--- src/hw/rtl/dosc_pkg.sv ---
// types and codes for the display owner and session controller
// no dependencies; imported by display_owner_session_controller
`default_nettype none

package dosc_pkg;

  // request kinds
  localparam logic [3:0] KIND_ACQUIRE        = 4'd0;
  localparam logic [3:0] KIND_RELEASE        = 4'd1;
  localparam logic [3:0] KIND_BEGIN          = 4'd2;
  localparam logic [3:0] KIND_COMMIT         = 4'd3;
  localparam logic [3:0] KIND_ABORT          = 4'd4;
  localparam logic [3:0] KIND_BEGIN_RELEASE  = 4'd5;
  localparam logic [3:0] KIND_RECOVERY       = 4'd6;
  localparam logic [3:0] KIND_FINISH_RESTORE = 4'd7;
  localparam logic [3:0] KIND_PRESENT_CHECK  = 4'd8;

  // owner codes
  localparam logic [1:0] OWN_NONE = 2'd0;
  localparam logic [1:0] OWN_TERM = 2'd1;
  localparam logic [1:0] OWN_FB   = 2'd2;

  // session modes
  localparam logic [2:0] MODE_CONSOLE   = 3'd0;
  localparam logic [2:0] MODE_ACQUIRING = 3'd1;
  localparam logic [2:0] MODE_GUI       = 3'd2;
  localparam logic [2:0] MODE_RESTORING = 3'd3;
  localparam logic [2:0] MODE_FALLBACK  = 3'd4;

  typedef struct packed {
    logic [3:0]  kind;
    logic [1:0]  owner;
    logic        token_held;
    logic [31:0] win_proc_id;
    logic [31:0] window_gen;
    logic [31:0] disp_proc_id;
    logic [31:0] display_gen;
    logic [15:0] frame_width;
    logic [15:0] frame_height;
    logic [31:0] generation;
    logic [31:0] process_id;
  } req_t;

  typedef struct packed {
    logic        ok;
    logic [1:0]  lock_holder;
    logic [7:0]  nest_depth;
    logic [2:0]  session_mode;
    logic [31:0] live_gen;
    logic        gui_active;
    logic        terminal_allowed;
    logic [31:0] acquire_total;
    logic [31:0] busy_total;
    logic [15:0] active_width;
    logic [15:0] active_height;
  } rsp_t;

endpackage

`default_nettype wire

--- src/hw/rtl/display_owner_session_controller.sv ---
// display owner and session controller: nested ownership lock plus session modes
// depends on dosc_pkg (request and response structs, owner/mode/kind codes)
//
// usage: requests arrive on req (req_valid/req_ready), one response per request
// leaves on rsp (rsp_valid/rsp_ready). the request is decoded against the
// current state in the cycle it is accepted; state updates at that edge and
// the response, showing the state after the request, sits in the output
// register from the next cycle on. throughput is one item per cycle while
// rsp_ready is high: the output register drains and refills in the same cycle.
// if the receiver stalls, the response holds and req_ready stays low until
// it is taken, so nothing is lost or overtaken.
// reset: no owner, depth zero, counters zero, console mode, generation zero,
// stored ids and size zero, no response pending.
// MAX_NEST bounds the nesting depth; COUNT_BITS sets the width of the
// wrapping acquire and busy counters (low 32 bits are reported).
`default_nettype none

module display_owner_session_controller
  import dosc_pkg::*;
#(
  parameter int MAX_NEST   = 255,
  parameter int COUNT_BITS = 32
) (
  input  wire       clk,
  input  wire       rst,
  input  wire       req_valid,
  output logic      req_ready,
  input  wire req_t req,
  output logic      rsp_valid,
  input  wire       rsp_ready,
  output rsp_t      rsp
);

  localparam int DW = $clog2(MAX_NEST + 1);

  logic [1:0]            owner;
  logic [DW-1:0]         depth;
  logic [COUNT_BITS-1:0] acquire_cnt;
  logic [COUNT_BITS-1:0] busy_cnt;
  logic [2:0]            mode;
  logic [31:0]           gen;
  logic [31:0]           win_pid;
  logic [31:0]           win_gen;
  logic [31:0]           disp_pid;
  logic [31:0]           disp_gen;
  logic [15:0]           width;
  logic [15:0]           height;

  logic [1:0]            owner_next;
  logic [DW-1:0]         depth_next;
  logic [COUNT_BITS-1:0] acquire_cnt_next;
  logic [COUNT_BITS-1:0] busy_cnt_next;
  logic [2:0]            mode_next;
  logic [31:0]           gen_next;
  logic [31:0]           win_pid_next;
  logic [31:0]           win_gen_next;
  logic [31:0]           disp_pid_next;
  logic [31:0]           disp_gen_next;
  logic [15:0]           width_next;
  logic [15:0]           height_next;
  logic                  ok;
  rsp_t                  rsp_next;

  logic                  accept;
  logic                  owner_valid;
  logic                  mode_ok;
  logic                  at_max;
  logic [31:0]           gen_inc;
  logic [DW+7:0]         depth_ext;
  logic [COUNT_BITS+31:0] acq_ext;
  logic [COUNT_BITS+31:0] busy_ext;

  assign req_ready = !rsp_valid || rsp_ready;
  assign accept    = req_valid && req_ready;

  assign owner_valid = (req.owner == OWN_TERM) || (req.owner == OWN_FB);
  assign mode_ok = (req.owner == OWN_TERM) ?
      (mode == MODE_CONSOLE || mode == MODE_RESTORING || mode == MODE_FALLBACK) :
      (mode == MODE_CONSOLE || mode == MODE_GUI || mode == MODE_FALLBACK);
  assign at_max  = depth >= DW'(MAX_NEST);
  // generation skips zero on wrap
  assign gen_inc = (gen == 32'hFFFF_FFFF) ? 32'd1 : gen + 32'd1;

  always_comb begin
    owner_next       = owner;
    depth_next       = depth;
    acquire_cnt_next = acquire_cnt;
    busy_cnt_next    = busy_cnt;
    mode_next        = mode;
    gen_next         = gen;
    win_pid_next     = win_pid;
    win_gen_next     = win_gen;
    disp_pid_next    = disp_pid;
    disp_gen_next    = disp_gen;
    width_next       = width;
    height_next      = height;
    ok               = 1'b0;
    case (req.kind)
      KIND_ACQUIRE: begin
        if (owner_valid) begin
          if (!mode_ok || (owner != OWN_NONE && owner != req.owner) || at_max) begin
            busy_cnt_next = busy_cnt + 1'b1;
          end else begin
            owner_next       = req.owner;
            depth_next       = depth + 1'b1;
            acquire_cnt_next = acquire_cnt + 1'b1;
            ok               = 1'b1;
          end
        end
      end
      KIND_RELEASE: begin
        if (req.token_held && owner == req.owner && depth != '0) begin
          depth_next = depth - 1'b1;
          if (depth == DW'(1)) begin
            owner_next = OWN_NONE;
          end
          ok = 1'b1;
        end
      end
      KIND_BEGIN: begin
        if (req.win_proc_id != '0 && req.window_gen != '0 && req.disp_proc_id != '0 &&
            req.display_gen != '0 && req.frame_width != '0 && req.frame_height != '0 &&
            (mode == MODE_CONSOLE || mode == MODE_FALLBACK) && owner == OWN_NONE) begin
          gen_next      = gen_inc;
          win_pid_next  = req.win_proc_id;
          win_gen_next  = req.window_gen;
          disp_pid_next = req.disp_proc_id;
          disp_gen_next = req.display_gen;
          width_next    = req.frame_width;
          height_next   = req.frame_height;
          mode_next     = MODE_ACQUIRING;
          ok            = 1'b1;
        end
      end
      KIND_COMMIT: begin
        if (mode == MODE_ACQUIRING && req.generation != '0 && req.generation == gen) begin
          mode_next = MODE_GUI;
          ok        = 1'b1;
        end
      end
      KIND_ABORT: begin
        if (mode == MODE_ACQUIRING && req.generation == gen) begin
          mode_next     = MODE_FALLBACK;
          win_pid_next  = '0;
          win_gen_next  = '0;
          disp_pid_next = '0;
          disp_gen_next = '0;
          width_next    = '0;
          height_next   = '0;
          ok            = 1'b1;
        end
      end
      KIND_BEGIN_RELEASE: begin
        if (mode == MODE_GUI && req.generation != '0 && req.generation == gen &&
            req.win_proc_id == win_pid && req.window_gen == win_gen) begin
          mode_next = MODE_RESTORING;
          ok        = 1'b1;
        end
      end
      KIND_RECOVERY: begin
        if (req.process_id != '0 && req.generation != '0 &&
            ((req.process_id == win_pid && req.generation == win_gen) ||
             (req.process_id == disp_pid && req.generation == disp_gen)) &&
            (mode == MODE_ACQUIRING || mode == MODE_GUI)) begin
          mode_next = MODE_RESTORING;
          ok        = 1'b1;
        end
      end
      KIND_FINISH_RESTORE: begin
        if (mode == MODE_RESTORING || mode == MODE_FALLBACK) begin
          mode_next     = MODE_CONSOLE;
          win_pid_next  = '0;
          win_gen_next  = '0;
          disp_pid_next = '0;
          disp_gen_next = '0;
          width_next    = '0;
          height_next   = '0;
          ok            = 1'b1;
        end
      end
      KIND_PRESENT_CHECK: begin
        ok = mode == MODE_GUI && req.disp_proc_id != '0 && req.disp_proc_id == disp_pid &&
             req.display_gen != '0 && req.display_gen == disp_gen;
      end
      default: begin
      end
    endcase
  end

  // zero-extend before taking the reported low bits, whatever the widths
  assign depth_ext = {8'd0, depth_next};
  assign acq_ext   = {32'd0, acquire_cnt_next};
  assign busy_ext  = {32'd0, busy_cnt_next};

  always_comb begin
    rsp_next.ok                 = ok;
    rsp_next.lock_holder        = owner_next;
    rsp_next.nest_depth         = depth_ext[7:0];
    rsp_next.session_mode       = mode_next;
    rsp_next.live_gen           = gen_next;
    rsp_next.gui_active         = mode_next == MODE_GUI;
    rsp_next.terminal_allowed   = mode_next == MODE_CONSOLE ||
                                  mode_next == MODE_RESTORING ||
                                  mode_next == MODE_FALLBACK;
    rsp_next.acquire_total      = acq_ext[31:0];
    rsp_next.busy_total         = busy_ext[31:0];
    rsp_next.active_width       = width_next;
    rsp_next.active_height      = height_next;
  end

  always_ff @(posedge clk) begin
    if (rst) begin
      owner       <= OWN_NONE;
      depth       <= '0;
      acquire_cnt <= '0;
      busy_cnt    <= '0;
      mode        <= MODE_CONSOLE;
      gen         <= '0;
      win_pid     <= '0;
      win_gen     <= '0;
      disp_pid    <= '0;
      disp_gen    <= '0;
      width       <= '0;
      height      <= '0;
      rsp_valid   <= 1'b0;
    end else begin
      if (accept) begin
        owner       <= owner_next;
        depth       <= depth_next;
        acquire_cnt <= acquire_cnt_next;
        busy_cnt    <= busy_cnt_next;
        mode        <= mode_next;
        gen         <= gen_next;
        win_pid     <= win_pid_next;
        win_gen     <= win_gen_next;
        disp_pid    <= disp_pid_next;
        disp_gen    <= disp_gen_next;
        width       <= width_next;
        height      <= height_next;
        rsp_valid   <= 1'b1;
      end else if (rsp_ready) begin
        rsp_valid <= 1'b0;
      end
    end
  end

  always_ff @(posedge clk) begin
    if (accept) begin
      rsp <= rsp_next;
    end
  end

  a_owner_depth : assert property (@(posedge clk) disable iff (rst)
    (owner == OWN_NONE) == (depth == '0))
    else $error("owner and nesting depth disagree");

  a_depth_bound : assert property (@(posedge clk) disable iff (rst)
    depth <= DW'(MAX_NEST))
    else $error("nesting depth beyond bound");

  a_rsp_follows : assert property (@(posedge clk) disable iff (rst)
    accept |=> rsp_valid)
    else $error("accepted item left no response");

  a_gen_live : assert property (@(posedge clk) disable iff (rst)
    (mode == MODE_ACQUIRING || mode == MODE_GUI) |-> gen != '0)
    else $error("active session with zero generation");

  a_counts_step : assert property (@(posedge clk) disable iff (rst)
    !accept |=> $stable(acquire_cnt) && $stable(busy_cnt))
    else $error("counter moved without an item");

endmodule

`default_nettype wire
--- config.mk ---
export PLATFORM = sky130hd
export DESIGN_NAME = display_owner_session_controller
export DESIGN_NICKNAME = d
export VERILOG_FILES = /design/src/hw/rtl/dosc_pkg.sv /design/src/hw/rtl/display_owner_session_controller.sv
export SDC_FILE = /design/constraint.sdc
export NUM_CORES = 1
export LEC_CHECK = 0
export ABC_AREA = 1
export BUFFER_PORTS_ARGS = -buffer_cell sky130_fd_sc_hd__buf_2
export CORE_MARGIN = 4
export CORE_UTILIZATION = 58
export CTS_CLUSTER_SIZE = 40
export DETAILED_ROUTE_END_ITERATION = 8
export PLACE_DENSITY = 0.86
export SETUP_SLACK_MARGIN = 0.4
export SYNTH_ARGS = -nofsm -noshare
export SYNTH_HDL_FRONTEND = slang
export SYNTH_SLANG_ARGS = --single-unit
--- constraint.sdc ---
create_clock -name clk -period 8 [get_ports clk]
set_clock_uncertainty 0.05 [all_clocks]
set_input_delay 0.8 -clock clk [delete_from_list [all_inputs] [get_ports clk]]
set_output_delay 0.8 -clock clk [all_outputs]
set_load 0.05 [all_outputs]
==> metrics.yaml <==
status:
  status: "finished, final reports clean"
place:
  port_buffers: 380
  place_congestion: 1.02
  dpl.hpwl_um: 55700
  dp_cells: 4378
route:
  antenna_left: 0
  drt_iter0_markers: 2842
  dr.pass1.iters: 6
  detail_route.wl_per_cell_um: 17.2
  drt-vias-per-instance: 5.52
  routed_wl_um: 76800
  num_vias: 24700
  post-route-drc-count: 0
logic_synthesis:
  synth_cell_type_count: 46
  synth_top_area_share_pct: 22.1
  ys_ff_latch: 414
  synthTopCellsByArea: "dfxtp_1, edfxtp_1, nand2_1"
  ys_warn_count: 0
  synth_area_leader_cell: "dfxtp_1"
  seq_area_frac_synth_pct: 39.9
  syn_area_um2: 24400
  syn_avg_cell_area_um2: 6.81
  synth_cells: 3584
  synth_nets: 3827
global_routing:
  gr-usage-all-layers_pct: 32.2
  grt_pass1_wl_um: 117000
  grt_pass1_vias: 22600
  grt_max_degree: 109
  antenna_found_initial: 12
  overflow: 0
final_layout:
  num-nets-final: 4136
  final_cell_mix: "nand2_1, inv_1, nor2_1, buf_2, dfxtp_1"
  instances_no_fill: 4472
  drive_gt1_share_pct: 13.3
  num-fill-cells: 3569
  final_common_cell: "nand2_1"
  synthToLayoutAreaGrowth_pct: 15.3
power_and_ir_drop:
  power_frac_seq_pct: 42.4
  totalPowerFinal_mw: 5.72
  vdd_drop_max_mv: 0.159
  internal_power_mw: 3.99
  p_leak_nw: 13.3
  power.density_nw_per_um2: 203
  power.share.clock_pct: 40.2
  combPwrFrac_pct: 17.4
  switching_share_pct: 30.3
  power.switching_mw: 1.73
clock_network:
  cts_hold_buf: 0
  path_clk_slew_ns: 0.06
  post_cts_buffers: 0
  clk-insertion-delay-late_ns: 0.60
  h-tree-depth: 2
  clkSinkCount: 414
  cts_resized: 0
  root_buffer: "clkbuf_16"
  cts_buffers: 45
  cts_tree: "built"
  clk_path_buf_depth: 3
critical_path:
  cp-end-kind: "flip-flop"
  cp-start-kind: "primary input"
  cp.buffers_inverters: 6
  slowest_stage: "buf_4"
  crit_required_ns: 8.39
  rr_worst_depth: 12
  cp_top_family: "buffers and inverters"
  cp_cell_sequence: "buf_2 > nor2_1 > inv_2 > nor2_4 > nor2_4 > buf_4 > inv_2 > o22ai_1 > a21oi_4 > nand3_4 > buf_4 > buf_4 > nand2_1 > o21ai_0 > nor2_1"
  crit_path_frequent_cell: "buf_4"
  cpPeakStageDelay_ns: 0.88
  crit_fanout: 99
  cp.depth: 15
  crit_type: "in2reg"
  arrival_ns: 5.45
timing:
  worstMarginPinSlew_ns: 1.11
  tns_ns: 0
  min_period_ns: 5.06
  slew_headroom_pct: 25.9
  setup_viol: 0
  fin_hold_ws_ns: 0.410
  rsz0062_at_grt: "false"
  max_freq_mhz: 198
  slew_viol_final: 0
  hold_viol: 0
  period_share_pct: 63.3
floorplanning:
  die_x_um: 213
  ioPinCount: 381
  dieArea_um2: 45400
  rows: 74
  start_util_pct: 59.2
  core_um2: 41200
  die_h_um: 213
run:
  cap_violations: 0
hold_path:
  hold_depth: 2
  worstHoldPathType: "reg2reg"
-- power groups by stage --
stage	Sequential [mW]	Combinational, mW	Clock, mW
floorplan	2.63	0.494	0
global placement	2.46	0.960	0
detailed placement	2.46	0.976	0
CTS	2.42	0.983	2.31
global route	2.43	1.09	2.39
finish	2.42	0.997	2.30
-- registers in the layout, indices dropped and copies added, names as in the netlist --
register / cells
acquire_cnt: 32
busy_cnt: 32
depth: 8
disp_gen: 32
disp_pid: 32
gen: 32
height: 16
mode: 3
owner: 2
rsp: 144
rsp_valid: 1
width: 16
win_gen: 32
win_pid: 32
-- layout make-up --
cell class / instances / area [um^2] / area share (%)
Antenna cell: 11 / 27.5 / 0.0978
Tap cell: 532 / 666 / 2.36
Sequential cell: 414 / 9730 / 34.6
Clock buffer: 64 / 1330 / 4.72
Multi-Input combinational cell: 2467 / 11900 / 42.4
Clock inverter: 19 / 302 / 1.07
Timing Repair Buffer: 393 / 2010 / 7.13
Inverter: 572 / 2150 / 7.65
-- routing by layer --
metal  wire (um)  global-route usage [%]  vias up  part of all wire (%)
met5          42                       0        -                 0.055
met4        4130                    16.3        6                   5.4
met3        8540                    6.39      261                    11
met2       34700                    51.6     1367                    45
met1       29400                    41.7    11100                    38
li1            -                       -    12000                     -
-- synthesized netlist by cell type, drive strengths merged --
cell	instances
nand2	962
inv	570
nor2	419
dfxtp	270
a21oi	218
o21ai	214
nand3	210
edfxtp	144
xor2	133
nand4	88
xnor2	88
clkbuf	76
buf	55
nor3	53
o22ai	29
o211ai	12
nor4	10
ha	8
nand3b	4
a32o	3
or2	3
clkinv	2
nor3b	2
o21a	2
o21bai	2
a211oi	1
a21o	1
a221oi	1
and3	1
nor2b	1
o2111ai	1
o31ai	1
-- worst reg2reg max path, delay by kind of cell, from the launching register on --
family	cells	cell delay, ns
flip-flops	1	0.48
AND/OR/NAND/NOR	8	1.49
buffers and inverters	3	1.77
AO/OA/AOI/OAI	1	0.12
-- worst paths after layout --
kind	from	end	slack, ns
min	width[5]	width[5]	0.41
min reg2reg	width[5]	width[5]	0.41
max reg2reg	mode[0]	win_pid[27]	3.92
max	req[227]	win_pid[27]	2.94
-- per-stage QoR --
stage / util, % / setup slack [ns] / cell area [um^2]
2_1_floorplan: - / 1.49 / 24400
3_3_place_gp: 64.3 / 2.54 / 26500
3_5_place_dp: 64.3 / 2.46 / 26500
4_1_cts: 68.3 / 3.03 / 28100
5_1_grt: 68.3 / 2.57 / 28200
6_report: 68.3 / 2.94 / 28200
-- kinds of logic (layout without fill, tap and decap cells) --
| family | after synthesis | after routing | share of synthesized area, % |
|---|---|---|---|
| simple gates | 1753 | 1753 | 30.1 |
| xor+xnor | 221 | 221 | 7.93 |
| buf+inv | 703 | 1048 | 11.3 |
| other cells | 0 | 11 | 0 |
| compound gates | 485 | 485 | 10.4 |
| flops | 414 | 414 | 39.9 |
| fa+ha+maj | 8 | 8 | 0.410 |
(Power assumes the default switching activity.)
